==> src/rtl/binary_min_heap_priority_queue_top_macros.svh <==
// Assertion macros for the heap queue RTL (used by bmhpq_ctrl).
// The macros expect clk_i and rst_ni in the scope where they are used.
`ifndef BINARY_MIN_HEAP_PRIORITY_QUEUE_TOP_MACROS_SVH
`define BINARY_MIN_HEAP_PRIORITY_QUEUE_TOP_MACROS_SVH

// Property checked at every rising clock edge outside reset.
`define BMHPQ_ASSERT_CLK(name, prop, msg) \
  name: assert property (@(posedge clk_i) disable iff (!rst_ni) (prop)) else $error(msg);

// Antecedent in one cycle implies the consequent in the next.
`define BMHPQ_ASSERT_NEXT(name, ante, cons, msg) \
  name: assert property (@(posedge clk_i) disable iff (!rst_ni) (ante) |=> (cons)) \
    else $error(msg);

`endif

==> src/rtl/bmhpq_ram.sv <==
// Generic RAM: one write port, two registered read ports.
// Standalone, no package dependency.
module bmhpq_ram #(
  parameter int unsigned DEPTH = 64,
  parameter int unsigned WIDTH = 48
) (
  input  logic                             clk_i,
  input  logic                             we_i,
  input  logic [$clog2(DEPTH)-1:0]         waddr_i,
  input  logic [WIDTH-1:0]                 wdata_i,
  input  logic [$clog2(DEPTH)-1:0]         raddr_a_i,
  input  logic [$clog2(DEPTH)-1:0]         raddr_b_i,
  output logic [WIDTH-1:0]                 rdata_a_o,
  output logic [WIDTH-1:0]                 rdata_b_o
);

  logic [WIDTH-1:0] mem_q [DEPTH];

  always_ff @(posedge clk_i) begin
    if (we_i) begin
      mem_q[waddr_i] <= wdata_i;
    end
  end

  always_ff @(posedge clk_i) begin
    rdata_a_o <= mem_q[raddr_a_i];
    rdata_b_o <= mem_q[raddr_b_i];
  end

endmodule

==> config.mk <==
export PLATFORM = sky130hd
export DESIGN_NAME = bmhpq_ram
export DESIGN_NICKNAME = d
export VERILOG_FILES = /design/src/rtl/binary_min_heap_priority_queue_top_macros.svh /design/src/rtl/bmhpq_ram.sv
export SDC_FILE = /design/constraint.sdc
export NUM_CORES = 2
export LEC_CHECK = 0
export BUFFER_PORTS_ARGS = -buffer_cell sky130_fd_sc_hd__buf_2
export CAP_MARGIN = 0
export CORE_MARGIN = 10
export CORE_UTILIZATION = 35
export DETAILED_ROUTE_END_ITERATION = 8
export SYNTH_ARGS = -nofsm -noshare
export SYNTH_HDL_FRONTEND = slang
export SYNTH_SLANG_ARGS = --single-unit
==> constraint.sdc <==
create_clock -name clk_i -period 6.5 [get_ports clk_i]
set_input_delay 0.975 -clock clk_i [delete_from_list [all_inputs] [get_ports clk_i]]
set_output_delay 0.975 -clock clk_i [all_outputs]
set_load 0.01 [all_outputs]
# Yosys cells after proc, flatten, opt, wreduce, memory -nomap -nowiden
# Memories as Yosys holds them, arrays and structs flattened. A register that Yosys moved wholly into a read port is not among the register bits.
# Index checks and enable logic that the tools add are counted.
# totals
regBits	0
latch_bits	0
ramBits	3072
mem_bits_ro	0
in_bits	68
output_inout_bits	96
wordCells	3
n_memories	1
# op_classes
addsub	0
multipliers	0
div	0
order_cmp	0
eq_ne	0
shifts	0
muxes	2
n_bitwise	0
reduce_logical	0
# memory_table
name	depth	width	read_ports	rd_ports_with_merged_regs	wr	line	source
mem_q	64	48	2	2	1	bmhpq_ram.sv:17	logic [WIDTH-1:0] mem_q [DEPTH];
# ops
operator	count
1-bit 2-to-1 mux	2

# Depth between registers and ports, before layout
# depth
depth_word	2
depth_mapped	10
ltp_nobuf	5

# Worst setup path after synthesis
# No wires, ideal clock.
# synth_timing
path_type	input-to-reg
startpoint	input waddr_i[3]
endpoint	memory mem_q[48][0] (enable)
t_arrival_ps	4747
path_slack_ps	1240
path_stages	4
path_buffers	1
path_cell_list	clkbuf_1 > nor2b_1 > nand4b_1 > nor3_1
# synth_rtl
element	line	source
start: declaration	bmhpq_ram.sv:9	input logic [$clog2(DEPTH)-1:0] waddr_i,
end: declaration	bmhpq_ram.sv:17	
# Straight into the memory's write port.

==> results.sh <==
export IMPL_rr_endpoint="rdata_a_o[43]"
export IMPL_synth_seq_cells=3168
export IMPL_fin_crit_sh=0.579
export IMPL_ys_seq_area_frac=0.668
export IMPL_antenna_found_initial=90
export IMPL_clock_sinks=3168
export IMPL_synth_warnings=0
export IMPL_synth_edf_count=3072
export IMPL_startpoint="raddr_b_i[2]"
export IMPL_dpl_hpwl_mm=319
export IMPL_clock_root_buffer="clkbuf_16"
export IMPL_nets=7031
export IMPL_required_ns=7.41
export IMPL_slowest_delay_ns=0.83
export IMPL_grt_use_total=0.248
export IMPL_num_io_pins=164
export IMPL_grt_ovfl_total=0
export IMPL_cp_cell_sequence="buf_8 > and2_1 > nand2_4 > buf_4 > o22ai_1 > nor4_1 > o22a_1"
export IMPL_crit_path_end="rdata_b_o[41]"
export IMPL_cts_tree="done"
export IMPL_initial_core_util=0.352
export IMPL_initialDrtViolationCount=14254
export IMPL_slew_viol_final=0
export IMPL_die_w_um=655
export IMPL_status="complete, no violations"
export IMPL_area_growth_synth_to_final_pct=14.2
export IMPL_r2r_cells=5
export IMPL_worstPathMaxFanout=54
export IMPL_gr_usage_met3=0.0751
export IMPL_numCtsBuffers=342
export IMPL_maxSlewHeadroom=0.0365
export IMPL_hold_viol_final=0
export IMPL_r2r_start="mem_q[13][43]"
export IMPL_tightest_slew_ns=1.45
export IMPL_fin_skew_ns=0.0511
export IMPL_cts_reportedPaths_clkPinSlew_ns=0.06
export IMPL_busiest_layer="met2"
export IMPL_h_tree_depth=5
export IMPL_fmax_ghz=0.266
export IMPL_synth_top_area_frac=0.655
export IMPL_syn_inst=6738
export IMPL_core_um2=400000
export IMPL_synth_ff_type="edfxtp_1"
export IMPL_via_per_inst=6.66
export IMPL_met1_usage=0.313
export IMPL_cts_resized=0
export IMPL_final_cells=12671
export IMPL_power_density_nw_per_um2=287
export IMPL_yosysTopAreaCell="edfxtp_1"
export IMPL_synth_nets=6806
export IMPL_clkLatencyLatePin_ns=0.98
export IMPL_ant_nets=0
export IMPL_syn_cell_area_um2=141000
export IMPL_wl_per_cell_um=42.9
export IMPL_start_kind="input pin"
export IMPL_final_common_cell="edfxtp_1"
export IMPL_fin_tns_setup_ns=0
export IMPL_synth_distinct_cells=48
export IMPL_async_flop_share=0
export IMPL_drive_gt1_frac=0.359
export IMPL_worstPathArrival_ns=4.67
export IMPL_maxCapViolations=0
export IMPL_slowest_stage="nor4_1"
export IMPL_use_met2=0.375
export IMPL_worst_hold_path_type="input pin to flip-flop"
export IMPL_vias=84415
export IMPL_synth_top_cells_by_area="edfxtp_1 65%, mux4_2 25%, o22ai_1 1.5%"
export IMPL_peakVddDrop_uv=222
export IMPL_die_area_um2=428000
export IMPL_drc_errors=0
export IMPL_critPathCaptureType="flip-flop"
export IMPL_layout_common_cells="3072 x edfxtp_1, 1535 x mux4_2, 347 x clkbuf_16, 336 x o22ai_1, 204 x buf_4"
export IMPL_min_period_ns=3.76
export IMPL_rsz0062_at_grt="false"
export IMPL_grt_pass1_vias=84025
export IMPL_worstSetupPathType="input pin to flip-flop"
export IMPL_grt_max_degree=100
export IMPL_leakage_nw=48.9
export IMPL_synth_area_per_cell_um2=20.9
export IMPL_hold_buffers=0
export IMPL_setup_viol=0
export IMPL_finalWirelength_mm=543
export IMPL_min_from="raddr_b_i[5]"
export IMPL_grt_pass1_wl_mm=733
export IMPL_cts_max_path_buffers=4
export IMPL_portBuffers=163
export IMPL_reg2reg_slack_ns=4.24
export IMPL_die_h_um=655
export IMPL_gp_congestion=0.867
export IMPL_drtPass1Iterations=6
export IMPL_post_cts_repair_setup_buffers=0
export IMPL_dpl_cell_count=11884
export IMPL_placementRows=232
==> where the power goes <==
group | switching, W | internal [W] | total, W
sequential | 0.000295 | 0.0226 | 0.0229
clock | 0.00842 | 0.0111 | 0.0195
combinational | 0.00231 | 0.00136 | 0.00367
==> through the flow <==
step | utilization | cell area (um2) | hold WS [ns] | power, W | setup WS (ns)
after detailed placement | 0.373 | 149000 | 0.878 | 0.0270 | 1.84
after global routing | 0.402 | 161000 | 0.534 | 0.0472 | 2.93
after global placement | 0.373 | 149000 | 0.865 | 0.0269 | 1.86
final | 0.402 | 161000 | 0.558 | 0.0461 | 2.74
after CTS | 0.401 | 161000 | 0.481 | 0.0462 | 2.83
after floorplan | - | 141000 | 0.785 | 0.0252 | 1.24
==> routing by layer <==
metal  wire length [um]  part of all wire
met1             186000              0.34
met2             246000              0.45
met3              71700              0.13
met4              38900             0.072
met5                275           0.00051
==> synthesized netlist by cell type (6+ instances only) <==
cell type,instances
buf_2,156
o221ai_1,73
a32oi_1,8
and3_1,8
nor3_1,58
o311ai_0,6
a21oi_1,71
a221oi_1,63
o22a_1,29
a311oi_1,17
a22o_1,88
nand3b_1,9
nor4_1,38
nand2b_1,24
nand3_1,26
nand2_1,113
dfxtp_1,96
or3b_2,6
o21a_1,13
o22ai_1,336
or2_2,7
a22oi_1,95
buf_6,7
buf_1,55
and2_1,9
buf_4,78
nor2b_1,45
o21ai_1,12
mux4_2,1535
o21ai_0,44
mux2i_1,56
nor2_1,140
a211oi_1,29
a31oi_1,31
mux2_2,13
edfxtp_1,3072
clkbuf_1,254
==> worst max-delay path, delay by kind of cell <==
family          cells  cell delay, ns
compound gates      2            0.42
buf+inv             2            0.87
simple gates        3            2.13
==> state kept, by name (all words and copies together) (netlist names) <==
name       cells
rdata_b_o     48
rdata_a_o     48
mem_q       3072
==> worst min-delay path by stage <==
stage | to | slack, ns | cells after the start
2_1_floorplan | rdata_b_o[46] | 0.78 | 5
3_3_place_gp | rdata_a_o[13] | 0.87 | 4
3_5_place_dp | rdata_a_o[13] | 0.88 | 4
4_1_cts | rdata_b_o[3] | 0.48 | 2
5_1_grt | rdata_b_o[3] | 0.53 | 2
6_report | rdata_b_o[3] | 0.56 | 2
==> kinds of logic (layout without fill, tap and decap cells) <==
family                 count (synthesis)  count (layout)  synth area share
flip-flops                          3168            3168             0.668
other                                  0             156                 0
AND/OR/NAND/NOR                      490             490            0.0167
buffers and inverters                553            1065            0.0186
AO/OA/AOI/OAI                        923             923            0.0462
multiplexers                        1604            1604             0.250
==> area by class of cell <==
cell class / instances / area [um2]
clock buffer: 450 / 9300
multi-input combinational: 3017 / 44800
clock inverter: 181 / 1870
tap: 5265 / 6590
timing repair buffer: 433 / 3800
fill: 34950 / 239000
sequential: 3168 / 94200
antenna: 156 / 390
inverter: 1 / 5.00
Note: power is estimated with default switching activity, not from simulation.
