==> src/rtl/binary_min_heap_priority_queue_top_macros.svh <==
// Assertion macros for the heap queue RTL (used by bmhpq_ctrl).
// The macros expect clk_i and rst_ni in the scope where they are used.
`ifndef BINARY_MIN_HEAP_PRIORITY_QUEUE_TOP_MACROS_SVH
`define BINARY_MIN_HEAP_PRIORITY_QUEUE_TOP_MACROS_SVH

// Property checked at every rising clock edge outside reset.
`define BMHPQ_ASSERT_CLK(name, prop, msg) \
  name: assert property (@(posedge clk_i) disable iff (!rst_ni) (prop)) else $error(msg);

// Antecedent in one cycle implies the consequent in the next.
`define BMHPQ_ASSERT_NEXT(name, ante, cons, msg) \
  name: assert property (@(posedge clk_i) disable iff (!rst_ni) (ante) |=> (cons)) \
    else $error(msg);

`endif

==> src/rtl/bmhpq_pkg.sv <==
// Package for the binary min-heap priority queue.
// Holds sizes, payload structs, codes, the sequencer state type and the key function.
package bmhpq_pkg;

  localparam int unsigned HEAP_DEPTH = 64;
  localparam int unsigned IDX_W      = $clog2(HEAP_DEPTH);
  localparam int unsigned CNT_W      = $clog2(HEAP_DEPTH + 1);
  localparam int unsigned CHILD_W    = IDX_W + 1;
  localparam int unsigned COUNT_W    = 7;

  typedef enum logic [1:0] {
    KEY_ARRIVAL = 2'd0,
    KEY_BURST   = 2'd1,
    KEY_PRIO    = 2'd2,
    KEY_NONE    = 2'd3
  } key_sel_e;

  typedef enum logic {
    OP_PUSH = 1'b0,
    OP_POP  = 1'b1
  } op_e;

  typedef enum logic [2:0] {
    ST_IDLE,
    ST_UP_CHK,
    ST_UP_CMP,
    ST_POP_RD,
    ST_DN_CHK,
    ST_DN_CMP,
    ST_RES
  } state_e;

  typedef struct packed {
    logic [7:0]  task_id;
    logic [15:0] arrival;
    logic [15:0] burst;
    logic [7:0]  prio;
  } entry_t;

  localparam int unsigned ENTRY_W = $bits(entry_t);

  typedef struct packed {
    op_e         op;
    logic [7:0]  task_id;
    logic [15:0] arrival;
    logic [15:0] burst;
    logic [7:0]  prio;
  } in_t;

  typedef struct packed {
    logic               push_ok;
    logic               empty_res;
    logic [7:0]         out_id;
    logic [15:0]        out_arrival;
    logic [15:0]        out_burst;
    logic [7:0]         out_prio;
    logic [COUNT_W-1:0] count;
  } out_t;

  typedef struct packed {
    logic             we;
    logic [IDX_W-1:0] waddr;
    entry_t           wdata;
    logic [IDX_W-1:0] raddr_a;
    logic [IDX_W-1:0] raddr_b;
  } mem_req_t;

  function automatic logic [15:0] entry_key(entry_t e, key_sel_e sel);
    case (sel)
      KEY_ARRIVAL: return e.arrival;
      KEY_BURST:   return e.burst;
      default:     return {8'd0, e.prio};
    endcase
  endfunction

endpackage

==> src/rtl/bmhpq_ctrl.sv <==
// Heap sequencer: fill count, moving entry and sift-up / sift-down walk.
// Depends on bmhpq_pkg and the assertion macro header.
`include "binary_min_heap_priority_queue_top_macros.svh"

module bmhpq_ctrl
  import bmhpq_pkg::*;
(
  input  logic     clk_i,
  input  logic     rst_ni,
  input  key_sel_e key_sel_i,
  input  logic     in_valid_i,
  output logic     in_stall_o,
  input  in_t      in_data_i,
  output logic     res_valid_o,
  input  logic     res_ready_i,
  output out_t     res_o,
  output mem_req_t mem_req_o,
  input  entry_t   rdata_a_i,
  input  entry_t   rdata_b_i
);

  state_e             state_q, state_d;
  logic [CNT_W-1:0]   fill_q, fill_d;
  logic [IDX_W-1:0]   cur_q, cur_d;
  entry_t             mv_q, mv_d;
  entry_t             top_q, top_d;
  logic               push_ok_q, push_ok_d;
  logic               empty_q, empty_d;

  logic               ordered;
  logic               full;
  logic [IDX_W-1:0]   par_idx;
  logic [CHILD_W-1:0] left_w, right_w, fill_x;
  logic               has_left, has_right;
  logic [15:0]        key_mv, key_a, key_b, best_key;
  logic               go_left, go_right, up_swap;

  assign ordered   = (key_sel_i != KEY_NONE);
  assign full      = (fill_q == CNT_W'(HEAP_DEPTH));
  assign par_idx   = (cur_q - IDX_W'(1)) >> 1;
  assign left_w    = {cur_q, 1'b1};
  assign right_w   = left_w + CHILD_W'(1);
  assign fill_x    = CHILD_W'(fill_q);
  assign has_left  = (left_w < fill_x);
  assign has_right = (right_w < fill_x);

  assign key_mv   = entry_key(mv_q, key_sel_i);
  assign key_a    = entry_key(rdata_a_i, key_sel_i);
  assign key_b    = entry_key(rdata_b_i, key_sel_i);
  assign up_swap  = (key_mv < key_a);
  // Left child first, then right against the smaller of the two so far.
  assign go_left  = (key_mv > key_a);
  assign best_key = go_left ? key_a : key_mv;
  assign go_right = has_right && (best_key > key_b);

  always_comb begin
    state_d = state_q;
    case (state_q)
      ST_IDLE: begin
        if (in_valid_i) begin
          if (in_data_i.op == OP_PUSH) begin
            state_d = full ? ST_RES : ST_UP_CHK;
          end else begin
            state_d = (fill_q == '0) ? ST_RES : ST_POP_RD;
          end
        end
      end
      ST_UP_CHK: state_d = (cur_q == '0 || !ordered) ? ST_RES : ST_UP_CMP;
      ST_UP_CMP: state_d = up_swap ? ST_UP_CHK : ST_RES;
      ST_POP_RD: state_d = ST_DN_CHK;
      ST_DN_CHK: state_d = (!ordered || !has_left) ? ST_RES : ST_DN_CMP;
      ST_DN_CMP: state_d = (go_left || go_right) ? ST_DN_CHK : ST_RES;
      ST_RES:    state_d = res_ready_i ? ST_IDLE : ST_RES;
      default:   state_d = ST_IDLE;
    endcase
  end

  // Reads are issued one state ahead of their use; each write lands on the
  // current hole, which the following reads never address.
  always_comb begin
    fill_d    = fill_q;
    cur_d     = cur_q;
    mv_d      = mv_q;
    top_d     = top_q;
    push_ok_d = push_ok_q;
    empty_d   = empty_q;
    mem_req_o = '0;
    case (state_q)
      ST_IDLE: begin
        mem_req_o.raddr_a = '0;
        mem_req_o.raddr_b = IDX_W'(fill_q - CNT_W'(1));
        if (in_valid_i) begin
          mv_d      = '{task_id: in_data_i.task_id, arrival: in_data_i.arrival,
                        burst: in_data_i.burst, prio: in_data_i.prio};
          top_d     = '0;
          push_ok_d = 1'b0;
          empty_d   = 1'b0;
          if (in_data_i.op == OP_PUSH) begin
            cur_d = IDX_W'(fill_q);
          end else if (fill_q == '0) begin
            empty_d = 1'b1;
          end else begin
            fill_d = fill_q - CNT_W'(1);
          end
        end
      end
      ST_UP_CHK: begin
        if (cur_q == '0 || !ordered) begin
          mem_req_o.we    = 1'b1;
          mem_req_o.waddr = cur_q;
          mem_req_o.wdata = mv_q;
          fill_d          = fill_q + CNT_W'(1);
          push_ok_d       = 1'b1;
        end else begin
          mem_req_o.raddr_a = par_idx;
        end
      end
      ST_UP_CMP: begin
        mem_req_o.we    = 1'b1;
        mem_req_o.waddr = cur_q;
        if (up_swap) begin
          mem_req_o.wdata = rdata_a_i;
          cur_d           = par_idx;
        end else begin
          mem_req_o.wdata = mv_q;
          fill_d          = fill_q + CNT_W'(1);
          push_ok_d       = 1'b1;
        end
      end
      ST_POP_RD: begin
        top_d = rdata_a_i;
        mv_d  = rdata_b_i;
        cur_d = '0;
      end
      ST_DN_CHK: begin
        if (!ordered || !has_left) begin
          mem_req_o.we    = 1'b1;
          mem_req_o.waddr = cur_q;
          mem_req_o.wdata = mv_q;
        end else begin
          mem_req_o.raddr_a = left_w[IDX_W-1:0];
          mem_req_o.raddr_b = right_w[IDX_W-1:0];
        end
      end
      ST_DN_CMP: begin
        mem_req_o.we    = 1'b1;
        mem_req_o.waddr = cur_q;
        if (go_right) begin
          mem_req_o.wdata = rdata_b_i;
          cur_d           = right_w[IDX_W-1:0];
        end else if (go_left) begin
          mem_req_o.wdata = rdata_a_i;
          cur_d           = left_w[IDX_W-1:0];
        end else begin
          mem_req_o.wdata = mv_q;
        end
      end
      default: begin
      end
    endcase
  end

  assign in_stall_o  = (state_q != ST_IDLE);
  assign res_valid_o = (state_q == ST_RES);
  assign res_o       = '{push_ok: push_ok_q, empty_res: empty_q, out_id: top_q.task_id,
                         out_arrival: top_q.arrival, out_burst: top_q.burst,
                         out_prio: top_q.prio, count: COUNT_W'(fill_q)};

  always_ff @(posedge clk_i or negedge rst_ni) begin
    if (!rst_ni) begin
      state_q <= ST_IDLE;
      fill_q  <= '0;
    end else begin
      state_q <= state_d;
      fill_q  <= fill_d;
    end
  end

  always_ff @(posedge clk_i) begin
    cur_q     <= cur_d;
    mv_q      <= mv_d;
    top_q     <= top_d;
    push_ok_q <= push_ok_d;
    empty_q   <= empty_d;
  end

  `BMHPQ_ASSERT_CLK(a_fill_bound, fill_q <= CNT_W'(HEAP_DEPTH), "fill count above depth")
  `BMHPQ_ASSERT_NEXT(a_full_refused, state_q == ST_IDLE && in_valid_i && in_data_i.op == OP_PUSH && full, state_q == ST_RES && !push_ok_q && $stable(fill_q), "push into full heap not refused")
  `BMHPQ_ASSERT_CLK(a_wr_in_range, !mem_req_o.we || CHILD_W'(mem_req_o.waddr) <= fill_x, "heap write beyond fill count")
  `BMHPQ_ASSERT_CLK(a_empty_res, !(res_valid_o && empty_q) || (fill_q == '0 && !push_ok_q), "empty result with entries held")

endmodule

==> config.mk <==
export PLATFORM = sky130hd
export DESIGN_NAME = bmhpq_ctrl
export DESIGN_NICKNAME = d
export VERILOG_FILES = /design/src/rtl/bmhpq_pkg.sv /design/src/rtl/bmhpq_ctrl.sv
export VERILOG_INCLUDE_DIRS = /design/src /design/src/rtl
export SDC_FILE = /design/constraint.sdc
export NUM_CORES = 1
export LEC_CHECK = 0
export CAP_MARGIN = 40
export CORE_MARGIN = 5
export CORE_UTILIZATION = 31
export DETAILED_ROUTE_END_ITERATION = 7
export DONT_BUFFER_PORTS = 1
export HOLD_SLACK_MARGIN = 0.08
export PLACE_DENSITY = 0.43
export SETUP_SLACK_MARGIN = 0.05
export SYNTH_ARGS = -nofsm -noshare
export SYNTH_HDL_FRONTEND = slang
export SYNTH_SLANG_ARGS = --single-unit
==> constraint.sdc <==
create_clock -name clk_i -period 6.1 [get_ports clk_i]
set_input_delay 0.305 -clock clk_i [delete_from_list [all_inputs] [get_ports clk_i]]
set_output_delay 0.305 -clock clk_i [all_outputs]
set_load 0.005 [all_outputs]
# [Word level (Yosys, flattened, before mapping)]
# Index checks and enable logic that the tools add are counted.
[totals] register_bits=114 elab_cells=103
[classes] addsub=4 order_cmp=5 n_eq_ne=17 n_mux=45 reduce_logical=19
[ops] operator="48-bit two-way mux" n=5
[ops] operator="55-bit one-hot mux with 4 select lines" n=1
[ops] operator="48-bit one-hot mux with 2 select lines" n=2
[ops] operator="55-bit two-way mux" n=2
[ops] operator="16-bit one-hot mux with 2 select lines" n=3
[ops] operator="7-bit two-way mux" n=5
[ops] operator="16-bit greater-than comparator" n=2
[ops] operator="6-bit two-way mux" n=5
[ops] operator="6-bit one-hot mux with 2 select lines" n=2
[ops] operator="6-bit one-hot mux with 4 select lines" n=1
[ops] operator="3-bit two-way mux" n=7
[ops] operator="3-bit one-hot mux with 7 select lines" n=1
[ops] operator="7-bit one-hot mux with 3 select lines" n=1
[ops] operator="16-bit < comparator" n=1
[ops] operator="16-bit two-way mux" n=1
[ops] operator="2-bit != test, second input constant" n=8
[ops] operator="7-bit by 1-bit adder with 7-bit output, second input constant" n=2
[ops] operator="7-bit < comparator" n=2
[ops] operator="12-bit two-way mux" n=1
[ops] operator="3-bit equality test, second input constant" n=3
[ops] operator="7-bit equality test, second input constant" n=1
[ops] operator="7-bit logical NOT" n=1
[ops] operator="7-bit by 1-bit subtractor with 7-bit output, second input constant" n=1
[ops] operator="3-bit by 2-bit equality test with 1-bit output, second input constant" n=2
[ops] operator="other kinds (21)" n=30

# [Logic depth before layout (Yosys ltp)]
[logic_depth] ltp_word=9 mapped_depth=23 mapped_depth_nobuf=17

# [Worst setup path before layout]
# Ideal clock, no wire load.
[synth_path] kind="input to output" from="in key_sel_i[0]" to="out mem_req_o[14] (netlist bit)" arrival_ns=5.432 setup_slack_ns=0.363 cell_stages=23 n_path_buf=7 path_cell_list="clkbuf_1 > clkbuf_1 > clkbuf_1 > mux2i_1 > nor2_1 > ha_1 > nand4_1 > nor2_1 > a221o_1 > o31ai_2 > clkbuf_1 > nor2_1 > a21o_1 > ha_1 > nand4_1 > nor4_1 > or4_1 > buf_2 > a22o_4 > a221oi_4 > buf_6 > buf_6 > o221ai_2"
[synth_rtl] item="start: declaration" line_no="bmhpq_ctrl.sv:10" source="input key_sel_e key_sel_i,"
[synth_rtl] item="end: declaration" line_no="bmhpq_ctrl.sv:17" source="output mem_req_t mem_req_o,"

==> results.cfg <==
[sta]
finalHoldViolations = 0
setup_ws_ns = 0.416
setup_viol = 0
post-route-period-util = 0.932
timing.fmax_mhz = 176
worstMarginPinSlew_ns = 0.774
clock_skew_ns = 0.0181
slew_headroom = 0.481
slew_viol_final = 0
rsz0062_at_grt = false
fin_crit_ns = 5.68
fin_tns_setup_ns = 0

[detailed_routing]
drt-total-wl_um = 29000
wl_per_cell_um = 22.4
num_vias = 6766
first_pass_iters = 5
drc = 0
routed_via_density = 5.22
drt_iter0_drc = 422
antenna_left = 0

[setup_path]
crit_slowest_cell = or4_1
critPathMaxStageDelay_ns = 0.57
cp_common_cell = o21ai_0
cp.required_ns = 5.79
cp_top_family = compound AO/OA/AOI/OAI gates
crit_chain = mux2i_1, o21ai_0, ha_1, a41oi_1, o21ai_0, a221o_1, o31ai_4, buf_4, o21ai_0, ha_1, nand4_1, nor4_1, or4_1, a22o_4, a221oi_4, buf_12, o221ai_1
crit_type = reg2out
end_kind = output port
cp_max_fo = 41
start_kind = flip-flop
cp.arrival_ns = 5.38
critPathBufInv = 2

[yosys]
synth_seq_cells = 114
ys_seq_area_frac = 0.392
synth.yosys.warnings = 0
synth_edf_count = 104
async_flop_share = 0.0877
ys.flop_type = edfxtp_1
avgSynthCellArea_um2 = 9.34
synth.distinct_cells = 54
synth.net_count = 1120
syn_area_mm2 = 0.00860
synth_cells = 920

[layout]
final_area_mm2 = 0.00967
layout_commonest_cell = inv_1
layout_common_cells = 118 x inv_1, 104 x edfxtp_1, 97 x nand2_1, 93 x nor2_1, 50 x mux2i_1
nFillCells = 2815
n_antenna_cell = 0
fin_nets = 1106
synthToLayoutAreaGrowth_pct = 12.5
drive_gt1_frac = 0.150

[placed_design]
place_area_mm2 = 0.00894
dp_hpwl_um = 21700
numPortBuffers = 0
place_ws_ns = 0.778
place.gp.congestion = 0.846

[clock_tree]
post_cts_buffers = 0
cts.clk_slew.worst_paths_ns = 0.07
cts.sinks = 114
cts_made_buffers = 17
clock-root-buffer = clkbuf_16
cts.htree.levels = 4
cts_buffer_depth = 2
clkLatencyLatePin_ns = 0.42
cts_tree = yes

[die]
die_h_um = 177
dieWidth_um = 177
pin_count = 277
start_util = 0.312
num_rows = 61
die_area_mm2 = 0.0312
core_mm2 = 0.0276

[worst_hold_path]
hp-class = in2reg

[grt]
grt_first_pass_wirelength_um = 43800
gr-total-overflow = 0
grt_pass1_vias = 7082
antenna_found_initial = 0
grt_use_total = 0.184
grt_max_degree = 75

[power_and_ir_drop]
ir_worst_vdd_uv = 310
p_total_mw = 4.76
p_leak_nw = 3.97
power_density_mw_per_mm2 = 492

[job]
drv_cap = 0

[run_status]
outcome = finished, final reports clean
## path summary, 6_finish.rpt
check,from,endpoint,slack (ns),depth (start not counted)
max in group asynchronous,rst_ni,state_q[2],5.48,1
worst max register to register,mv_q[31],cur_q[3],1.06,15
worst max-delay path,mv_q[31],mem_req_o[26],0.42,17
worst min register to register,fill_q[6],fill_q[6],0.62,1
min in group asynchronous,rst_ni,state_q[0],0.28,1
worst min-delay path,rdata_b_i[2],mv_q[2],0.10,1
## synthesized netlist by cell type (3+ instances only)
library cell  number  share of area
nand4_1           16          0.012
o221ai_1          31          0.032
buf_4              6         0.0052
xnor2_1           20          0.020
nand2_1           99          0.043
and3_1             6         0.0044
a21oi_1           37          0.022
or2_2             17          0.012
buf_1             11         0.0048
nand2b_1           3         0.0022
clkbuf_1          32          0.014
ha_1              49          0.071
a31oi_1            6         0.0044
inv_1            118          0.052
a211oi_1           7         0.0061
nor3_1            12         0.0070
o22ai_1           10         0.0073
o21ai_0           40          0.023
xor2_1             4         0.0041
a21o_1             9         0.0079
nor2_1            93          0.041
dfrtp_1           10          0.029
mux2i_1           50          0.058
buf_2              6         0.0035
nor2b_1            5         0.0036
o221ai_2          20          0.035
mux2_2            49          0.064
buf_6              3         0.0039
nand3_1           15         0.0087
edfxtp_1         104           0.36
## state kept, by name, indices dropped and copies added (netlist names)
register and count:
push_ok_q 1, fill_q 7, res_o 48, empty_q 1, mv_q 48, cur_q 6, state_q 3
## layer usage
metal  global-route usage  share of wire
met1                0.242           0.44
met2                0.299           0.48
met4               0.0451          0.015
met3               0.0516          0.067
met5                    0              0
## cell type report
| type | count | area (um2) | share of cell area |
|---|---|---|---|
| multi-input cells | 630 | 4550 | 0.471 |
| clock buffers | 17 | 425 | 0.0440 |
| well taps | 378 | 473 | 0.0489 |
| clock inverters | 15 | 163 | 0.0168 |
| inverters | 118 | 443 | 0.0458 |
| repair buffers | 25 | 239 | 0.0247 |
| flip-flops and latches | 114 | 3370 | 0.349 |
## stage by stage
step	cells	utilization	hold slack, ns
after floorplan	920	-	0.00941
after global placement	1251	0.324	0.00984
after detailed placement	1251	0.324	0.00981
after CTS	1297	0.351	0.0801
after global routing	1297	0.351	0.0817
final	1297	0.351	0.102
## cells by family after synthesis
| group | after synthesis | synth area share |
|---|---|---|
| AOI/OAI and AO/OA | 182 | 0.164 |
| xor gates and xnor gates | 24 | 0.0245 |
| buffers and inverters | 176 | 0.0830 |
| muxes | 99 | 0.122 |
| and+or+nand+nor | 276 | 0.142 |
| adders and majority gates | 49 | 0.0713 |
| DFF | 114 | 0.392 |
## timing repair
| item | in CTS | in global routing |
|---|---|---|
| resized for setup | 0 | 1 |
| endpoints found under the setup margin | 0 | 21 |
| hold endpoints to repair | 19 | 0 |
| hold buffers | 14 | 0 |
## where the power goes
group          total (mW)  internal, mW  switching [mW]
registers            1.47          1.19           0.273
logic                2.26         0.840            1.42
clock network        1.04         0.583           0.455
Power figures use the tool's default switching activity.
